`src/design/fec_pkg.sv`:
```
package fec_pkg;

    localparam int unsigned FEC_JOB_DEPTH = 2;

    localparam logic [7:0] CH_PCT  = 8'h25;
    localparam logic [7:0] CH_BAR  = 8'h7C;
    localparam logic [7:0] CH_CR   = 8'h0D;
    localparam logic [7:0] CH_LF   = 8'h0A;
    localparam logic [7:0] CH_DIG0 = 8'h30;
    localparam logic [7:0] CH_DIG2 = 8'h32;
    localparam logic [7:0] CH_DIG5 = 8'h35;
    localparam logic [7:0] CH_DIG7 = 8'h37;
    localparam logic [7:0] CH_UPA  = 8'h41;
    localparam logic [7:0] CH_UPC  = 8'h43;
    localparam logic [7:0] CH_UPD  = 8'h44;

    localparam logic [4:0] HEX_NONE = 5'd16;

    localparam logic [1:0] PEND_NONE  = 2'd0;
    localparam logic [1:0] PEND_PCT   = 2'd1;
    localparam logic [1:0] PEND_DIGIT = 2'd2;

    localparam logic [1:0] CNT_NONE  = 2'd0;
    localparam logic [1:0] CNT_ONE   = 2'd1;
    localparam logic [1:0] CNT_TWO   = 2'd2;
    localparam logic [1:0] CNT_THREE = 2'd3;

    typedef struct packed {
        logic [7:0] in_byte;
        logic       field_end;
    } t_in_item;

    typedef struct packed {
        logic [7:0] out_byte;
        logic       out_field_end;
        logic       run_last;
    } t_out_item;

    // up to three output bytes produced by one input byte, oldest in bytes[0]
    typedef struct packed {
        logic [2:0][7:0] bytes;
        logic [1:0]      cnt;
        logic            fe;
    } t_job;

    function automatic logic [4:0] hex_of(input logic [7:0] c);
        logic [4:0] r;
        r = HEX_NONE;
        if (c inside {[8'h30:8'h39]}) begin
            r = {1'b0, c[3:0]};
        end else if (c inside {[8'h41:8'h46], [8'h61:8'h66]}) begin
            r = {1'b0, 4'(c[3:0] + 4'd9)};
        end
        return r;
    endfunction

    function automatic logic is_special(input logic [7:0] v);
        return (v == CH_PCT) || (v == CH_BAR) || (v == CH_CR) || (v == CH_LF);
    endfunction

    function automatic logic [7:0] enc_hi(input logic [7:0] b);
        logic [7:0] r;
        case (b)
            CH_PCT:  r = CH_DIG2;
            CH_BAR:  r = CH_DIG7;
            default: r = CH_DIG0;
        endcase
        return r;
    endfunction

    function automatic logic [7:0] enc_lo(input logic [7:0] b);
        logic [7:0] r;
        case (b)
            CH_PCT:  r = CH_DIG5;
            CH_BAR:  r = CH_UPC;
            CH_CR:   r = CH_UPD;
            default: r = CH_UPA;
        endcase
        return r;
    endfunction

endpackage

```
`src/design/fec_front.sv`:
```
module fec_front import fec_pkg::*; (
    input  logic     i_clk,
    input  logic     i_rst_n,
    input  logic     i_cfg_we,
    input  logic     i_cfg_decode_mode,
    input  logic     i_accept,
    input  t_in_item i_item,
    output t_job     o_job
);

    logic       r_mode;
    logic [1:0] r_pend;
    logic [1:0] n_pend;
    logic [7:0] r_held;
    logic [7:0] n_held;
    logic [7:0] b;
    logic       fe;
    logic [4:0] hv;
    logic [4:0] lv;
    logic [7:0] v;
    logic       esc_ok;
    t_job       job;

    assign b      = i_item.in_byte;
    assign fe     = i_item.field_end;
    assign hv     = hex_of(r_held);
    assign lv     = hex_of(b);
    assign v      = {hv[3:0], lv[3:0]};
    assign esc_ok = !hv[4] && !lv[4] && is_special(v);

    always_comb begin
        n_pend = r_pend;
        n_held = r_held;
        job    = '0;
        job.fe = fe;
        if (!r_mode) begin
            if (is_special(b)) begin
                job.bytes[0] = CH_PCT;
                job.bytes[1] = enc_hi(b);
                job.bytes[2] = enc_lo(b);
                job.cnt      = CNT_THREE;
            end else begin
                job.bytes[0] = b;
                job.cnt      = CNT_ONE;
            end
        end else begin
            case (r_pend)
                PEND_PCT: begin
                    if (fe) begin
                        job.bytes[0] = CH_PCT;
                        job.bytes[1] = b;
                        job.cnt      = CNT_TWO;
                    end else begin
                        n_held = b;
                        n_pend = PEND_DIGIT;
                    end
                end
                PEND_DIGIT: begin
                    if (esc_ok) begin
                        job.bytes[0] = v;
                        job.cnt      = CNT_ONE;
                        n_pend       = PEND_NONE;
                    end else if (r_held == CH_PCT) begin
                        // held '%' opens a new escape with this byte
                        job.bytes[0] = CH_PCT;
                        if (fe) begin
                            job.bytes[1] = CH_PCT;
                            job.bytes[2] = b;
                            job.cnt      = CNT_THREE;
                        end else begin
                            job.cnt = CNT_ONE;
                            n_held  = b;
                        end
                    end else begin
                        job.bytes[0] = CH_PCT;
                        job.bytes[1] = r_held;
                        if (b == CH_PCT && !fe) begin
                            job.cnt = CNT_TWO;
                            n_pend  = PEND_PCT;
                        end else begin
                            job.bytes[2] = b;
                            job.cnt      = CNT_THREE;
                            n_pend       = PEND_NONE;
                        end
                    end
                end
                default: begin
                    if (b == CH_PCT && !fe) begin
                        n_pend = PEND_PCT;
                    end else begin
                        job.bytes[0] = b;
                        job.cnt      = CNT_ONE;
                        n_pend       = PEND_NONE;
                    end
                end
            endcase
            if (fe) begin
                n_pend = PEND_NONE;
            end
        end
    end

    assign o_job = job;

    always_ff @(posedge i_clk) begin
        if (!i_rst_n) begin
            r_mode <= 1'b0;
            r_pend <= PEND_NONE;
            r_held <= '0;
        end else if (i_cfg_we) begin
            r_mode <= i_cfg_decode_mode;
            r_pend <= PEND_NONE;
            r_held <= '0;
        end else if (i_accept) begin
            r_pend <= n_pend;
            r_held <= n_held;
        end
    end

endmodule

```
`src/design/fec_queue.sv`:
```
module fec_queue import fec_pkg::*; #(
    parameter int unsigned DEPTH = FEC_JOB_DEPTH
) (
    input  logic i_clk,
    input  logic i_rst_n,
    input  logic i_push,
    input  t_job i_job,
    input  logic i_pop,
    output logic o_full,
    output logic o_empty,
    output t_job o_head
);

    localparam int unsigned PW = (DEPTH > 1) ? $clog2(DEPTH) : 1;
    localparam int unsigned CW = $clog2(DEPTH + 1);
    localparam logic [PW-1:0] LAST_PTR = PW'(DEPTH - 1);
    localparam logic [CW-1:0] FULL_CNT = CW'(DEPTH);

    t_job          r_mem [DEPTH];
    logic [PW-1:0] r_wr;
    logic [PW-1:0] r_rd;
    logic [CW-1:0] r_cnt;
    logic          do_push;
    logic          do_pop;

    assign o_full  = (r_cnt == FULL_CNT);
    assign o_empty = (r_cnt == '0);
    assign o_head  = r_mem[r_rd];
    assign do_push = i_push && !o_full;
    assign do_pop  = i_pop && !o_empty;

    always_ff @(posedge i_clk) begin
        if (do_push) begin
            r_mem[r_wr] <= i_job;
        end
    end

    always_ff @(posedge i_clk) begin
        if (!i_rst_n) begin
            r_wr  <= '0;
            r_rd  <= '0;
            r_cnt <= '0;
        end else begin
            if (do_push) begin
                r_wr <= (r_wr == LAST_PTR) ? '0 : PW'(r_wr + 1'b1);
            end
            if (do_pop) begin
                r_rd <= (r_rd == LAST_PTR) ? '0 : PW'(r_rd + 1'b1);
            end
            if (do_push && !do_pop) begin
                r_cnt <= CW'(r_cnt + 1'b1);
            end else if (do_pop && !do_push) begin
                r_cnt <= CW'(r_cnt - 1'b1);
            end
        end
    end

endmodule

```
`src/design/fec_back.sv`:
```
module fec_back import fec_pkg::*; (
    input  logic      i_clk,
    input  logic      i_rst_n,
    input  t_job      i_head,
    input  logic      i_valid,
    input  logic      i_pop,
    output logic      o_deq,
    output t_out_item o_item
);

    logic [1:0] r_idx;
    logic       last;
    logic       xfer;

    assign last = (r_idx == 2'(i_head.cnt - CNT_ONE));
    assign xfer = i_valid && i_pop;
    assign o_deq = xfer && last;

    assign o_item.out_byte      = i_head.bytes[r_idx];
    assign o_item.run_last      = last;
    assign o_item.out_field_end = last && i_head.fe;

    always_ff @(posedge i_clk) begin
        if (!i_rst_n) begin
            r_idx <= '0;
        end else if (xfer) begin
            r_idx <= last ? '0 : 2'(r_idx + 1'b1);
        end
    end

endmodule

```
`src/design/field_escape_codec_top.sv`:
```
// Streaming percent-escape codec for the bytes of one text field. With decode_mode at 0 the
// bytes '%', '|', CR and LF become three-byte escapes and all others pass; with 1, such
// escapes (hex digits of either case) are restored and anything else passes raw. A '%' and
// the byte after it are held until the escape can be decided, so those transfers produce no
// result until a later byte arrives; a field end flushes everything held. A byte is taken
// every cycle while full is low; its results go into the job queue as one job and leave
// the output one result per cycle while pop is high, so throughput is set by the output
// side. A queue of JOB_DEPTH jobs sits between the classifying front and the output
// serializer. Write decode_mode only while the block is idle; a write drops any held bytes.
module field_escape_codec_top import fec_pkg::*; #(
    parameter int unsigned JOB_DEPTH = FEC_JOB_DEPTH
) (
    input  logic      i_clk,
    input  logic      i_rst_n,
    input  logic      push,
    output logic      full,
    input  t_in_item  i_in_item,
    output logic      empty,
    input  logic      pop,
    output t_out_item o_out_item,
    input  logic      i_cfg_we,
    input  logic      i_cfg_decode_mode
);

    logic accept;
    logic q_push;
    logic q_pop;
    t_job job;
    t_job head;

    assign accept = push && !full;
    assign q_push = accept && (job.cnt != CNT_NONE);

    fec_front u_front (
        .i_clk             (i_clk),
        .i_rst_n           (i_rst_n),
        .i_cfg_we          (i_cfg_we),
        .i_cfg_decode_mode (i_cfg_decode_mode),
        .i_accept          (accept),
        .i_item            (i_in_item),
        .o_job             (job)
    );

    fec_queue #(
        .DEPTH (JOB_DEPTH)
    ) u_queue (
        .i_clk   (i_clk),
        .i_rst_n (i_rst_n),
        .i_push  (q_push),
        .i_job   (job),
        .i_pop   (q_pop),
        .o_full  (full),
        .o_empty (empty),
        .o_head  (head)
    );

    fec_back u_back (
        .i_clk   (i_clk),
        .i_rst_n (i_rst_n),
        .i_head  (head),
        .i_valid (!empty),
        .i_pop   (pop),
        .o_deq   (q_pop),
        .o_item  (o_out_item)
    );

endmodule

```
`config.mk`:
```
export PLATFORM = sky130hd
export DESIGN_NAME = field_escape_codec_top
export DESIGN_NICKNAME = d
export VERILOG_FILES = /design/src/design/fec_pkg.sv /design/src/design/fec_front.sv /design/src/design/fec_queue.sv /design/src/design/fec_back.sv /design/src/design/field_escape_codec_top.sv
export SDC_FILE = /design/constraint.sdc
export NUM_CORES = 1
export LEC_CHECK = 0
export BUFFER_PORTS_ARGS = -buffer_cell sky130_fd_sc_hd__buf_2
export CORE_ASPECT_RATIO = 1.1
export CORE_MARGIN = 2
export CORE_UTILIZATION = 60
export DETAILED_ROUTE_END_ITERATION = 16
export GPL_TIMING_DRIVEN = 0
export HOLD_SLACK_MARGIN = 0.05
export PLACE_DENSITY = 0.79
export SETUP_SLACK_MARGIN = 0.02
export SLEW_MARGIN = 40
export SYNTH_ARGS = -nofsm -noshare
export SYNTH_HDL_FRONTEND = slang
export SYNTH_SLANG_ARGS = --single-unit
```
`constraint.sdc`:
```
create_clock -name i_clk -period 5.2 [get_ports i_clk]
set_input_delay 1.04 -clock i_clk [delete_from_list [all_inputs] [get_ports i_clk]]
set_output_delay 1.04 -clock i_clk [all_outputs]
set_load 0.05 [all_outputs]
```
==> results.cfg, run 1 <==
[setup_path]
r2r_end = u_queue.r_cnt[1]$_SDFFE_PN0P_
cp-end-kind = flop
critical_path.startpoint_type = input pin
worst-r2r-setup-slack_ns = 1.41
crit_path_cell_trace = buf_2, clkbuf_1, inv_1, ha_1, nand4_1, inv_1, a211oi_1, nor2_1, o31a_1, a21oi_4, inv_2, ha_1, or3_1, a21boi_0
setup.worst_path.class = in -> reg
ff2ff_path_depth = 14
worstPathRequired_ns = 5.46
timing.critical_path.slowest_cell_delay_ns = 0.68
critical_path.reg2reg.startpoint = u_front.r_held[1]$_SDFFE_PP0P_
critical_path.slowest_cell = a211oi_1
crit_arrival_ns = 4.95
critPathMaxFanout = 10

[finish]
final_net_count = 445
n_antenna_cell = 0
syn_to_final_growth_pct = 11.64
layout.cell_area.non_filler_mm2 = 0.004572
post_layout_util_pct = 69.34
final_layout_size_suffix_gt1_share_pct = 17.02

[drt]
dr.pass1.iters = 7
detail_route.drc_violations = 0
vias_per_cell = 6.234
wl_per_cell_um = 18.19
drt-initial-drc-count = 269
detail-route-antenna-nets = 0
vias = 3148
detail_route.wirelength_um = 9186

[cts]
cts-root-buf = clkbuf_8
tritoncts = done
clk_slew_on_worst_s_h_paths_ns = 0.07
post_cts_resize_count = 0
cts_htree_levels = 3
clock_insertion_delay_worst_skew_ns = 0.34
numCtsBuffers = 9
postCtsSetupRepairBufs = 0
cts_hold_repair.buffers = 0
numClockSinks = 72
max-clock-path-buffers = 2

[floorplanning]
floorplan.die_area_mm2 = 0.007503
row_count = 31
initial_utilization_pct = 62.11
die_height_um = 90.65
coreArea_mm2 = 0.006594
pin_count = 27
die_w_um = 82.77

[sta]
max_slew.worst_pin.slew_ns = 0.7747
final_max_slew_viol_count = 0
layout_worst_path_cycle_share_pct = 90.29
holdWs_ns = 0.5073
worst_clock_skew_ns = 0.008342
setup_violations = 0
relSlewSlack_pct = 48.04
maxClockFrequency_mhz = 213.0
min_period_ns = 4.695
grt_setup_unrepaired = false
worst_slack_ns = 0.5047
final-hold-violation-count = 0

[power]
powerDensity_mw_per_mm2 = 373.5
clock_power_share_pct = 27.8
p_seq_share_pct = 42.5
leakage_dissipation_uw = 0.001612
power_switching_uw = 568.9
sw_frac_of_total_pct = 33.32
worst_vdd_ir_v = 0.0003284
report.power.total_uw = 1707
pwr-share-comb_pct = 29.7
power.internal_uw = 1139

[min_path]
worst_hold_path.num_cells = 2
holdCritStartpoint = u_front.r_pend[1]$_SDFFE_PP0P_
hold_path.class = reg -> reg
worst_hold_path.endpoint = u_front.r_pend[1]$_SDFFE_PP0P_

[grt]
wire_length_of_the_first_global_routing_pass_um = 14700
grt_start_max_net_pins = 16
grt_pass1_vias = 2922
grt-ovfl-total = 0
groute.usage.overall_pct = 26.15
antenna_found_initial = 0

[logic_synthesis]
asyncSetResetFlopFracSynth_pct = 0
ys_seq_elements = 72
synth.avg_cell_area_um2 = 10.72
post_synth_num_cell_types = 63
synth_edf_count = 54
synthTopCellsByArea = edfxtp_1 40%, dfxtp_1 8.8%, mux2i_1 5.6%, mux4_2 4.4%, ha_1 3.7%
yosys_most_used_dff = edfxtp_1
netlist.area_leader.share_pct = 39.60
synthesis.yosys.warnings = 0
synth.yosys.seq_area_share_pct = 48.40
postSynthCellCount = 382
post-synth-top-area-cell = edfxtp_1
mappedNetlistArea_mm2 = 0.004095
syn-num-nets = 409

[run]
max_cap_violations = 0

[placed_design]
buffers_added_on_ports = 23
detailedPlacementHpwl_um = 6775
placedInstanceArea_mm2 = 0.004358
routabilityCongestion = 0.9612
post-place-ws_ns = 0.3390

[status]
status = completed
-- power by group through the flow --
stage | clock [uW] | combinational, uW | sequential [uW]
2_1_floorplan | 0 | 394 | 730
3_3_place_gp | 0 | 482 | 735
3_5_place_dp | 0 | 506 | 739
4_1_cts | 481 | 510 | 726
5_1_grt | 502 | 552 | 732
6_report | 475 | 508 | 725
-- state kept, by name, indices dropped and copies added, names as in the netlist, named ones only --
name / flops
u_queue.r_rd: 1
u_queue.r_mem: 54
u_front.r_pend: 2
u_front.r_mode: 1
u_queue.r_cnt: 2
u_back.r_idx: 2
u_queue.r_wr: 1
u_front.r_held: 8
-- worst max path at each step --
stage	from	endpoint	slack [ns]
2_1_floorplan	i_in_item[1]	u_queue.r_mem[1][0]$_DFFE_PP_	0.59
3_3_place_gp	i_in_item[1]	u_queue.r_mem[0][6]$_DFFE_PP_	-0.53
3_5_place_dp	i_in_item[2]	u_queue.r_cnt[1]$_SDFFE_PN0P_	0.34
4_1_cts	i_in_item[2]	u_queue.r_cnt[1]$_SDFFE_PN0P_	0.68
5_1_grt	i_in_item[2]	u_queue.r_cnt[1]$_SDFFE_PN0P_	0.33
6_report	i_in_item[2]	u_queue.r_cnt[1]$_SDFFE_PN0P_	0.50
-- metal layers --
| layer | track usage, % | share of wire [%] | vias up | wire length, um |
|---|---|---|---|---|
| li1 | - | - | 1491 | - |
| met1 | 34.11 | 41 | 1504 | 3748 |
| met2 | 42.27 | 50 | 126 | 4637 |
| met3 | 4.000 | 5.3 | 27 | 489 |
| met4 | 12.02 | 3.4 | 0 | 311 |
| met5 | 0 | 0 | - | 0 |
-- metrics by stage --
step	instances	TNS [ns]
3_3_place_gp	487	-28.28
6_report	505	0
5_1_grt	505	0
4_1_cts	505	0
2_1_floorplan	382	0
3_5_place_dp	489	0
-- cell usage in the layout, fill, tap and decap left out, drive strengths merged, types with 3 or more instances in the layout --
master / instances
a2111oi: 3
a211oi: 3
a21o: 4
a21oi: 21
a22o: 5
a22oi: 3
a31oi: 5
and2: 8
buf: 34
clkbuf: 23
dfxtp: 18
edfxtp: 54
ha: 12
inv: 26
mux2i: 23
mux4: 8
nand2: 27
nand2b: 14
nand3: 5
nand4: 3
nor2: 33
nor2b: 5
nor3: 8
nor4: 7
o21ai: 9
o21bai: 3
o22ai: 12
o31ai: 3
or3: 5
xnor2: 3
-- critical path: cells and delay by family --
kind / cells / cell delay [ns]
fa+ha+maj: 2 / 0.62
buf+inv: 5 / 0.92
simple gates: 3 / 0.96
compound gates: 4 / 1.41
-- cells in the mapped netlist (4+ instances only) --
cell type	number
a21o_1	4
a21oi_1	19
a22o_1	5
a31oi_1	5
and2_1	8
buf_2	4
clkbuf_1	13
dfxtp_1	18
edfxtp_1	54
ha_1	12
inv_1	25
mux2i_1	23
mux4_2	8
nand2_1	26
nand2b_1	14
nand3_1	5
nor2_1	33
nor2b_1	5
nor3_1	6
nor4_1	7
o21ai_0	9
o22ai_1	12
or3_1	5
-- area by class of cell --
| class | count | area, um2 |
|---|---|---|
| inverters | 26 | 97.59 |
| multi-input cells | 262 | 1932 |
| well taps | 82 | 102.6 |
| clock buffers | 10 | 127.6 |
| fillers | 517 | 2022 |
| plain buffers | 22 | 100.1 |
| repair buffers | 25 | 145.1 |
| clock inverters | 6 | 85.08 |
| flip-flops and latches | 72 | 1982 |
-- logic make-up after synthesis --
family	share of synthesized area, %
AOI/OAI and AO/OA	16.19
muxes	10.57
adders and majority gates	3.666
xor gates and xnor gates	0.8556
buffers and inverters	4.797
and+or+nand+nor	15.52
DFF	48.40
Power figures use the tool's default switching activity.
==> run 2, diff against run 1 <==
- SYNTH_HIERARCHICAL: not set -> 1
- clock period: 5.2 -> 4.5 ns (I/O delays scaled with it)
==> run 2 against run 1 <==
  * Non-clock buffer count rose by 5
  * Final cell count rose by 3.4%
  * Highest routed layer unchanged
  * Die area rose by 4.3%
==> results.cfg, run 2 <==
[power]
power_switching_uw = 718.4
powerDensity_mw_per_mm2 = 435.3
leakage_dissipation_uw = 0.001789
p_seq_share_pct = 42.3
worst_vdd_ir_v = 0.0003759
clock_power_share_pct = 26.0
pwr-share-comb_pct = 31.8
sw_frac_of_total_pct = 34.48
power.internal_uw = 1365

[cts]
numCtsBuffers = 9
clock_insertion_delay_worst_skew_ns = 0.35
cts-root-buf = clkbuf_8
clk_slew_on_worst_s_h_paths_ns = 0.08
cts_htree_levels = 3
max-clock-path-buffers = 2
tritoncts = done
numClockSinks = 72
cts_hold_repair.buffers = 0

[run]
max_cap_violations = 0

[setup_path]
worstPathRequired_ns = 4.78
critical_path_depth = 18
crit_path_cell_trace = buf_2, clkbuf_4, clkinvlp_4, ha_1, nor3b_4, nor3_4, buf_4, xnor2_1, o211ai_2, a221oi_2, nand2_1, a311o_1, o21a_1, inv_1, nor2_1, ha_1, or3_1, a21boi_1
critical_path.slowest_cell = a311o_1
ff2ff_path_depth = 15
crit_family = compound AO/OA/AOI/OAI gates
critPathMostFrequentCell = ha_1
setup.worst_path.class = in -> reg
critical_path.startpoint_type = input pin
timing.critical_path.slowest_cell_delay_ns = 0.38
cp-end-kind = flop
critPathMaxFanout = 10
crit_arrival_ns = 4.53
worst-path-buf-inv = 5

[logic_synthesis]
postSynthCellCount = 394
synth.avg_cell_area_um2 = 10.87
synth_most_common_cell = edfxtp_1
synthesis.yosys.warnings = 6
synth_edf_count = 54
syn-num-nets = 421
synth.yosys.seq_area_share_pct = 46.29
mappedNetlistArea_mm2 = 0.004282
post_synth_num_cell_types = 76
synthTopCellsByArea = edfxtp_1 38%, dfxtp_1 8.4%, mux2_2 7.4%, mux2i_1 4.4%, ha_1 3.5%
ys_seq_elements = 72
asyncSetResetFlopFracSynth_pct = 0
yosys_most_used_dff = edfxtp_1
post-synth-top-area-cell = edfxtp_1
yosys-top-cells-count = 54 x edfxtp_1, 33 x nor2_1, 28 x mux2_2
netlist.area_leader.share_pct = 37.87

[drt]
vias = 3222
drt-initial-drc-count = 270
detail_route.wirelength_um = 9709
detail-route-antenna-nets = 0
vias_per_cell = 6.172
detail_route.drc_violations = 0
wl_per_cell_um = 18.60
dr.pass1.iters = 4

[sta]
relSlewSlack_pct = 54.29
maxClockFrequency_mhz = 235.4
max_slew.worst_pin.slew_ns = 0.6856
holdWs_ns = 0.5303
layout_worst_path_cycle_share_pct = 94.41
worst_clock_skew_ns = 0.01133
min_period_ns = 4.249
grt_setup_unrepaired = false
final_max_slew_viol_count = 0
setup_violations = 0
worst_slack_ns = 0.2515
final-hold-violation-count = 0

[grt]
grt_start_max_net_pins = 28
wire_length_of_the_first_global_routing_pass_um = 15710
grt_pass1_vias = 3112
grt-ovfl-total = 0
antenna_found_initial = 0
groute.usage.overall_pct = 25.84

[placed_design]
detailedPlacementHpwl_um = 7007
post-place-ws_ns = -0.1859
routabilityCongestion = 0.9449
buffers_added_on_ports = 21

[finish]
top_register = u_queue/r_mem
largest_register_ffs = 54
final_cell_mix = 54 x edfxtp_1, 33 x nor2_1, 28 x buf_2, 28 x mux2_2, 26 x nand2_1
layout_top_registers = u_queue/r_mem: 54 flops, u_front/r_held: 8 flops
post_layout_util_pct = 68.70
syn_to_final_growth_pct = 11.78
final_net_count = 459
final_layout_size_suffix_gt1_share_pct = 26.54
n_antenna_cell = 0
mostFrequentLayoutCell = edfxtp_1

[status]
status = completed

[floorplanning]
floorplan.die_area_mm2 = 0.007828
coreArea_mm2 = 0.006967
pin_count = 27
die_height_um = 92.60
initial_utilization_pct = 61.46
row_count = 32
die_w_um = 84.55

[min_path]
worst_hold_path.num_cells = 2
hold_path.class = reg -> reg
-- run 2: changes by cell type after synthesis, moves of 4 or more --
| cell | change |
|---|---|
| o22ai_1 | -9 |
| mux2_2 | +26 |
| nand2b_1 | -9 |
| inv_1 | -13 |
| o21ai_1 | +12 |
| mux2i_1 | -4 |
| mux4_2 | -8 |
| nand3_1 | +7 |
| nor4_1 | -6 |
| a41o_1 | +4 |
| clkbuf_1 | -4 |
| buf_2 | +4 |
| buf_4 | +4 |
-- run 2: kinds of logic (layout without fill, tap and decap cells) --
| kind of cell | count (synthesis) | in the layout | synth area share [%] |
|---|---|---|---|
| AO/OA/AOI/OAI | 96 | 96 | 16.80 |
| XOR/XNOR | 5 | 5 | 1.023 |
| adder cells (fa/ha/maj) | 12 | 12 | 3.507 |
| buffers and inverters | 38 | 81 | 4.354 |
| flip-flops | 72 | 72 | 46.29 |
| multiplexers | 48 | 48 | 12.16 |
| AND/OR/NAND/NOR | 123 | 123 | 15.87 |
-- run 2: metal layers --
| layer | routed length (um) | vias up | GRT usage, % |
|---|---|---|---|
| met3 | 479 | 27 | 5.169 |
| met2 | 4921 | 120 | 43.96 |
| met5 | 0 | - | 0 |
| met4 | 250 | 0 | 9.921 |
| li1 | - | 1538 | - |
| met1 | 4057 | 1537 | 32.47 |
-- run 2: worst min-delay path, stage by stage (launching register included) --
cell,delay [ns]
dfxtp_1,0.35
o21ai_0,0.08
a21boi_1,0.06
-- run 2: layout make-up --
type,count,area [um2]
Inverter,13,52.55
Multi-Input combinational cell,284,2131
Clock inverter,5,60.06
Buffer,25,140.1
Sequential cell,72,1982
Timing Repair Buffer,27,161.4
Fill cell,547,2181
Clock buffer,11,152.6
Tap cell,85,106.4
-- run 2: path summary, 6_finish.rpt --
path | end | startpoint | slack [ns]
setup / recovery | u_queue/r_cnt[1]$_SDFFE_PN0P_ | i_in_item[1] | 0.25
hold / removal | u_queue/r_cnt[1]$_SDFFE_PN0P_ | u_queue/r_cnt[1]$_SDFFE_PN0P_ | 0.53
setup reg to reg | u_queue/r_cnt[1]$_SDFFE_PN0P_ | u_front/r_held[1]$_SDFFE_PP0P_ | 0.74
hold reg to reg | u_queue/r_cnt[1]$_SDFFE_PN0P_ | u_queue/r_cnt[1]$_SDFFE_PN0P_ | 0.53
-- run 2: repair_timing --
| action | in CTS | in global routing |
|---|---|---|
| setup endpoints to repair | 0 | 1 |
| gates resized for setup | 0 | 4 |
| setup buffers | 0 | 4 |
-- run 2: power by group through the flow --
| stage | clock network, uW | registers [uW] | logic (uW) |
|---|---|---|---|
| 2_1_floorplan | 0 | 883 | 503 |
| 3_3_place_gp | 0 | 890 | 615 |
| 3_5_place_dp | 0 | 896 | 657 |
| 4_1_cts | 549 | 881 | 661 |
| 5_1_grt | 584 | 889 | 715 |
| 6_report | 541 | 880 | 662 |
-- run 2: through the flow --
stage | cells | power [uW] | TNS, ns | area [um2]
after floorplan | 394 | 1386 | 0 | 4282
after global placement | 500 | 1504 | -32.95 | 4493
after detailed placement | 502 | 1553 | -0.4248 | 4527
after CTS | 518 | 2091 | 0 | 4740
after global routing | 522 | 2187 | 0 | 4786
final | 522 | 2083 | 0 | 4786
==> run 3, diff against run 2 <==
- clock period: 4.5 -> 4.65 ns (I/O delays scaled with it)
==> run 3 against run 2 <==
  * Clock power is 4% lower
  * Clock skew is 0.0012 ns lower
  * Register-to-register slack better by 0.13 ns
  * Sequential cell count stayed put
  * Sequential share of layout area is 0.31 points higher
  * Cell area is 0.73% lower
  * Non-clock buffer count is 3 lower
  * Utilization is 0.50 points lower
  * Largest cell class unchanged
==> results.cfg, run 3 (synthesis results as in run 2) <==
[finish]
largest_register_ffs = 54
final_net_count = 456
n_antenna_cell = 0
syn_to_final_growth_pct = 10.96
mostFrequentLayoutCell = edfxtp_1
top_register = u_queue/r_mem
final_cell_mix = 54 x edfxtp_1, 33 x nor2_1, 29 x buf_2, 28 x mux2_2, 26 x nand2_1
final_layout_size_suffix_gt1_share_pct = 25.81
layout.cell_area.non_filler_mm2 = 0.004751
layout_top_registers = u_queue/r_mem: 54 flops, u_front/r_held: 8 flops

[power]
power_switching_uw = 692.1
leakage_dissipation_uw = 0.001777
sw_frac_of_total_pct = 34.42
clock_power_share_pct = 25.9
power.internal_uw = 1318
powerDensity_mw_per_mm2 = 423.2
p_seq_share_pct = 42.4
pwr-share-comb_pct = 31.7
worst_vdd_ir_v = 0.0003639

[grt]
grt_pass1_vias = 3112
antenna_found_initial = 0
grt_start_max_net_pins = 28
grt-ovfl-total = 0
groute.usage.overall_pct = 25.84
wire_length_of_the_first_global_routing_pass_um = 15710

[cts]
numClockSinks = 72
tritoncts = done
cts_htree_levels = 3
max-clock-path-buffers = 2
clock_insertion_delay_worst_skew_ns = 0.34
cts_hold_repair.buffers = 0
numCtsBuffers = 9
clk_slew_on_worst_s_h_paths_ns = 0.08
cts-root-buf = clkbuf_8

[placed_design]
buffers_added_on_ports = 21
placedInstanceArea_mm2 = 0.004527
routabilityCongestion = 0.9449
detailedPlacementHpwl_um = 7007

[sta]
final-hold-violation-count = 0
final_max_slew_viol_count = 0
max_slew.worst_pin.slew_ns = 0.6817
layout_worst_path_cycle_share_pct = 94.70
setup-tns-final_ns = 0
worst_clock_skew_ns = 0.01010
setup_violations = 0
grt_setup_unrepaired = false
relSlewSlack_pct = 54.55
min_period_ns = 4.403
maxClockFrequency_mhz = 227.1

[drt]
detail_route.drc_violations = 0
dr.pass1.iters = 5
drt-initial-drc-count = 238
wl_per_cell_um = 18.62
detail-route-antenna-nets = 0
vias = 3237
vias_per_cell = 6.237
detail_route.wirelength_um = 9663

[run]
max_cap_violations = 0

[setup_path]
critical_path.startpoint_type = input pin
critPathMaxFanout = 10
worstPathRequired_ns = 4.93
crit_arrival_ns = 4.68
cp-end-kind = flop
setup.worst_path.class = in -> reg

[status]
status = completed

[floorplanning]
die_w_um = 84.55
pin_count = 27
coreArea_mm2 = 0.006967
initial_utilization_pct = 61.46
floorplan.die_area_mm2 = 0.007828
die_height_um = 92.60
row_count = 32

[min_path]
hold_path.class = reg -> reg
[run 3: cell count changes in the layout (fill, tap and decap cells not counted), sizes merged]
cell | previous run | this run
clkbuf | 21 | 20
inv | 15 | 16
buf | 42 | 40
clkinvlp | 1 | 0
[run 3: repair_timing]
item	CTS	global route
hold endpoints to repair	0	0
endpoints found under the setup margin	0	1
resized for setup	0	1
buffers inserted	0	1
[run 3: power groups by stage]
stage / Combinational, uW / Clock (uW) / Sequential (uW)
detailed placement: 636 / 0 / 867
global placement: 595 / 0 / 861
floorplan: 487 / 0 / 855
global route: 688 / 565 / 860
finish: 637 / 522 / 852
CTS: 639 / 531 / 853
[run 3: final cells by class]
class,instances,area (um2)
Sequential cell,72,1982
Inverter,13,48.80
Timing Repair Buffer,24,138.9
Fill cell,553,2216
Buffer,25,137.6
Tap cell,85,106.4
Clock buffer,11,152.6
Clock inverter,5,60.06
Multi-Input combinational cell,284,2125
[run 3: worst max-delay path: stages]
cell and delay [ns]:
buf_2 0.10, buf_2 0.24, inv_1 0.18, ha_1 0.26, nor3b_2 0.31, nor3_4 0.11, buf_4 0.18, xnor2_1 0.16
o211ai_2 0.16, a221oi_2 0.28, nand2_1 0.14, a311o_1 0.38, o21a_1 0.22, inv_1 0.12, nor2_1 0.08, ha_1 0.33
or3_1 0.35, a21boi_1 0.14
[run 3: final timing paths]
kind                                                 endpoint                            from  slack [ns]  depth (start not counted)
worst max-delay path            u_queue/r_cnt[1]$_SDFFE_PN0P_                    i_in_item[1]        0.25                         18
worst max register to register  u_queue/r_cnt[1]$_SDFFE_PN0P_  u_front/r_held[1]$_SDFFE_PP0P_        0.87                         15
worst min-delay path            u_queue/r_cnt[1]$_SDFFE_PN0P_   u_queue/r_cnt[1]$_SDFFE_PN0P_        0.53                          2
worst min register to register  u_queue/r_cnt[1]$_SDFFE_PN0P_   u_queue/r_cnt[1]$_SDFFE_PN0P_        0.53                          2
[run 3: per-stage QoR]
| step | utilization (%) | setup WS [ns] | power [uW] | cells | hold slack [ns] |
|---|---|---|---|---|---|
| 2_1_floorplan | - | 0.1534 | 1342 | 394 | 0.4785 |
| 3_3_place_gp | 64.49 | -0.8279 | 1456 | 500 | 0.4965 |
| 3_5_place_dp | 64.98 | -0.06593 | 1503 | 502 | 0.5173 |
| 4_1_cts | 68.03 | 0.2709 | 2023 | 518 | 0.5289 |
| 5_1_grt | 68.19 | 0.04294 | 2113 | 519 | 0.5889 |
| 6_report | 68.19 | 0.2467 | 2011 | 519 | 0.5295 |
[run 3: layer usage]
| layer | up-vias | part of all wire (%) | track usage, % |
|---|---|---|---|
| met5 | - | 0 | 0 |
| met4 | 0 | 2.6 | 9.921 |
| met3 | 30 | 4.7 | 5.169 |
| met2 | 115 | 51 | 43.96 |
| met1 | 1562 | 42 | 32.47 |
| li1 | 1530 | - | - |
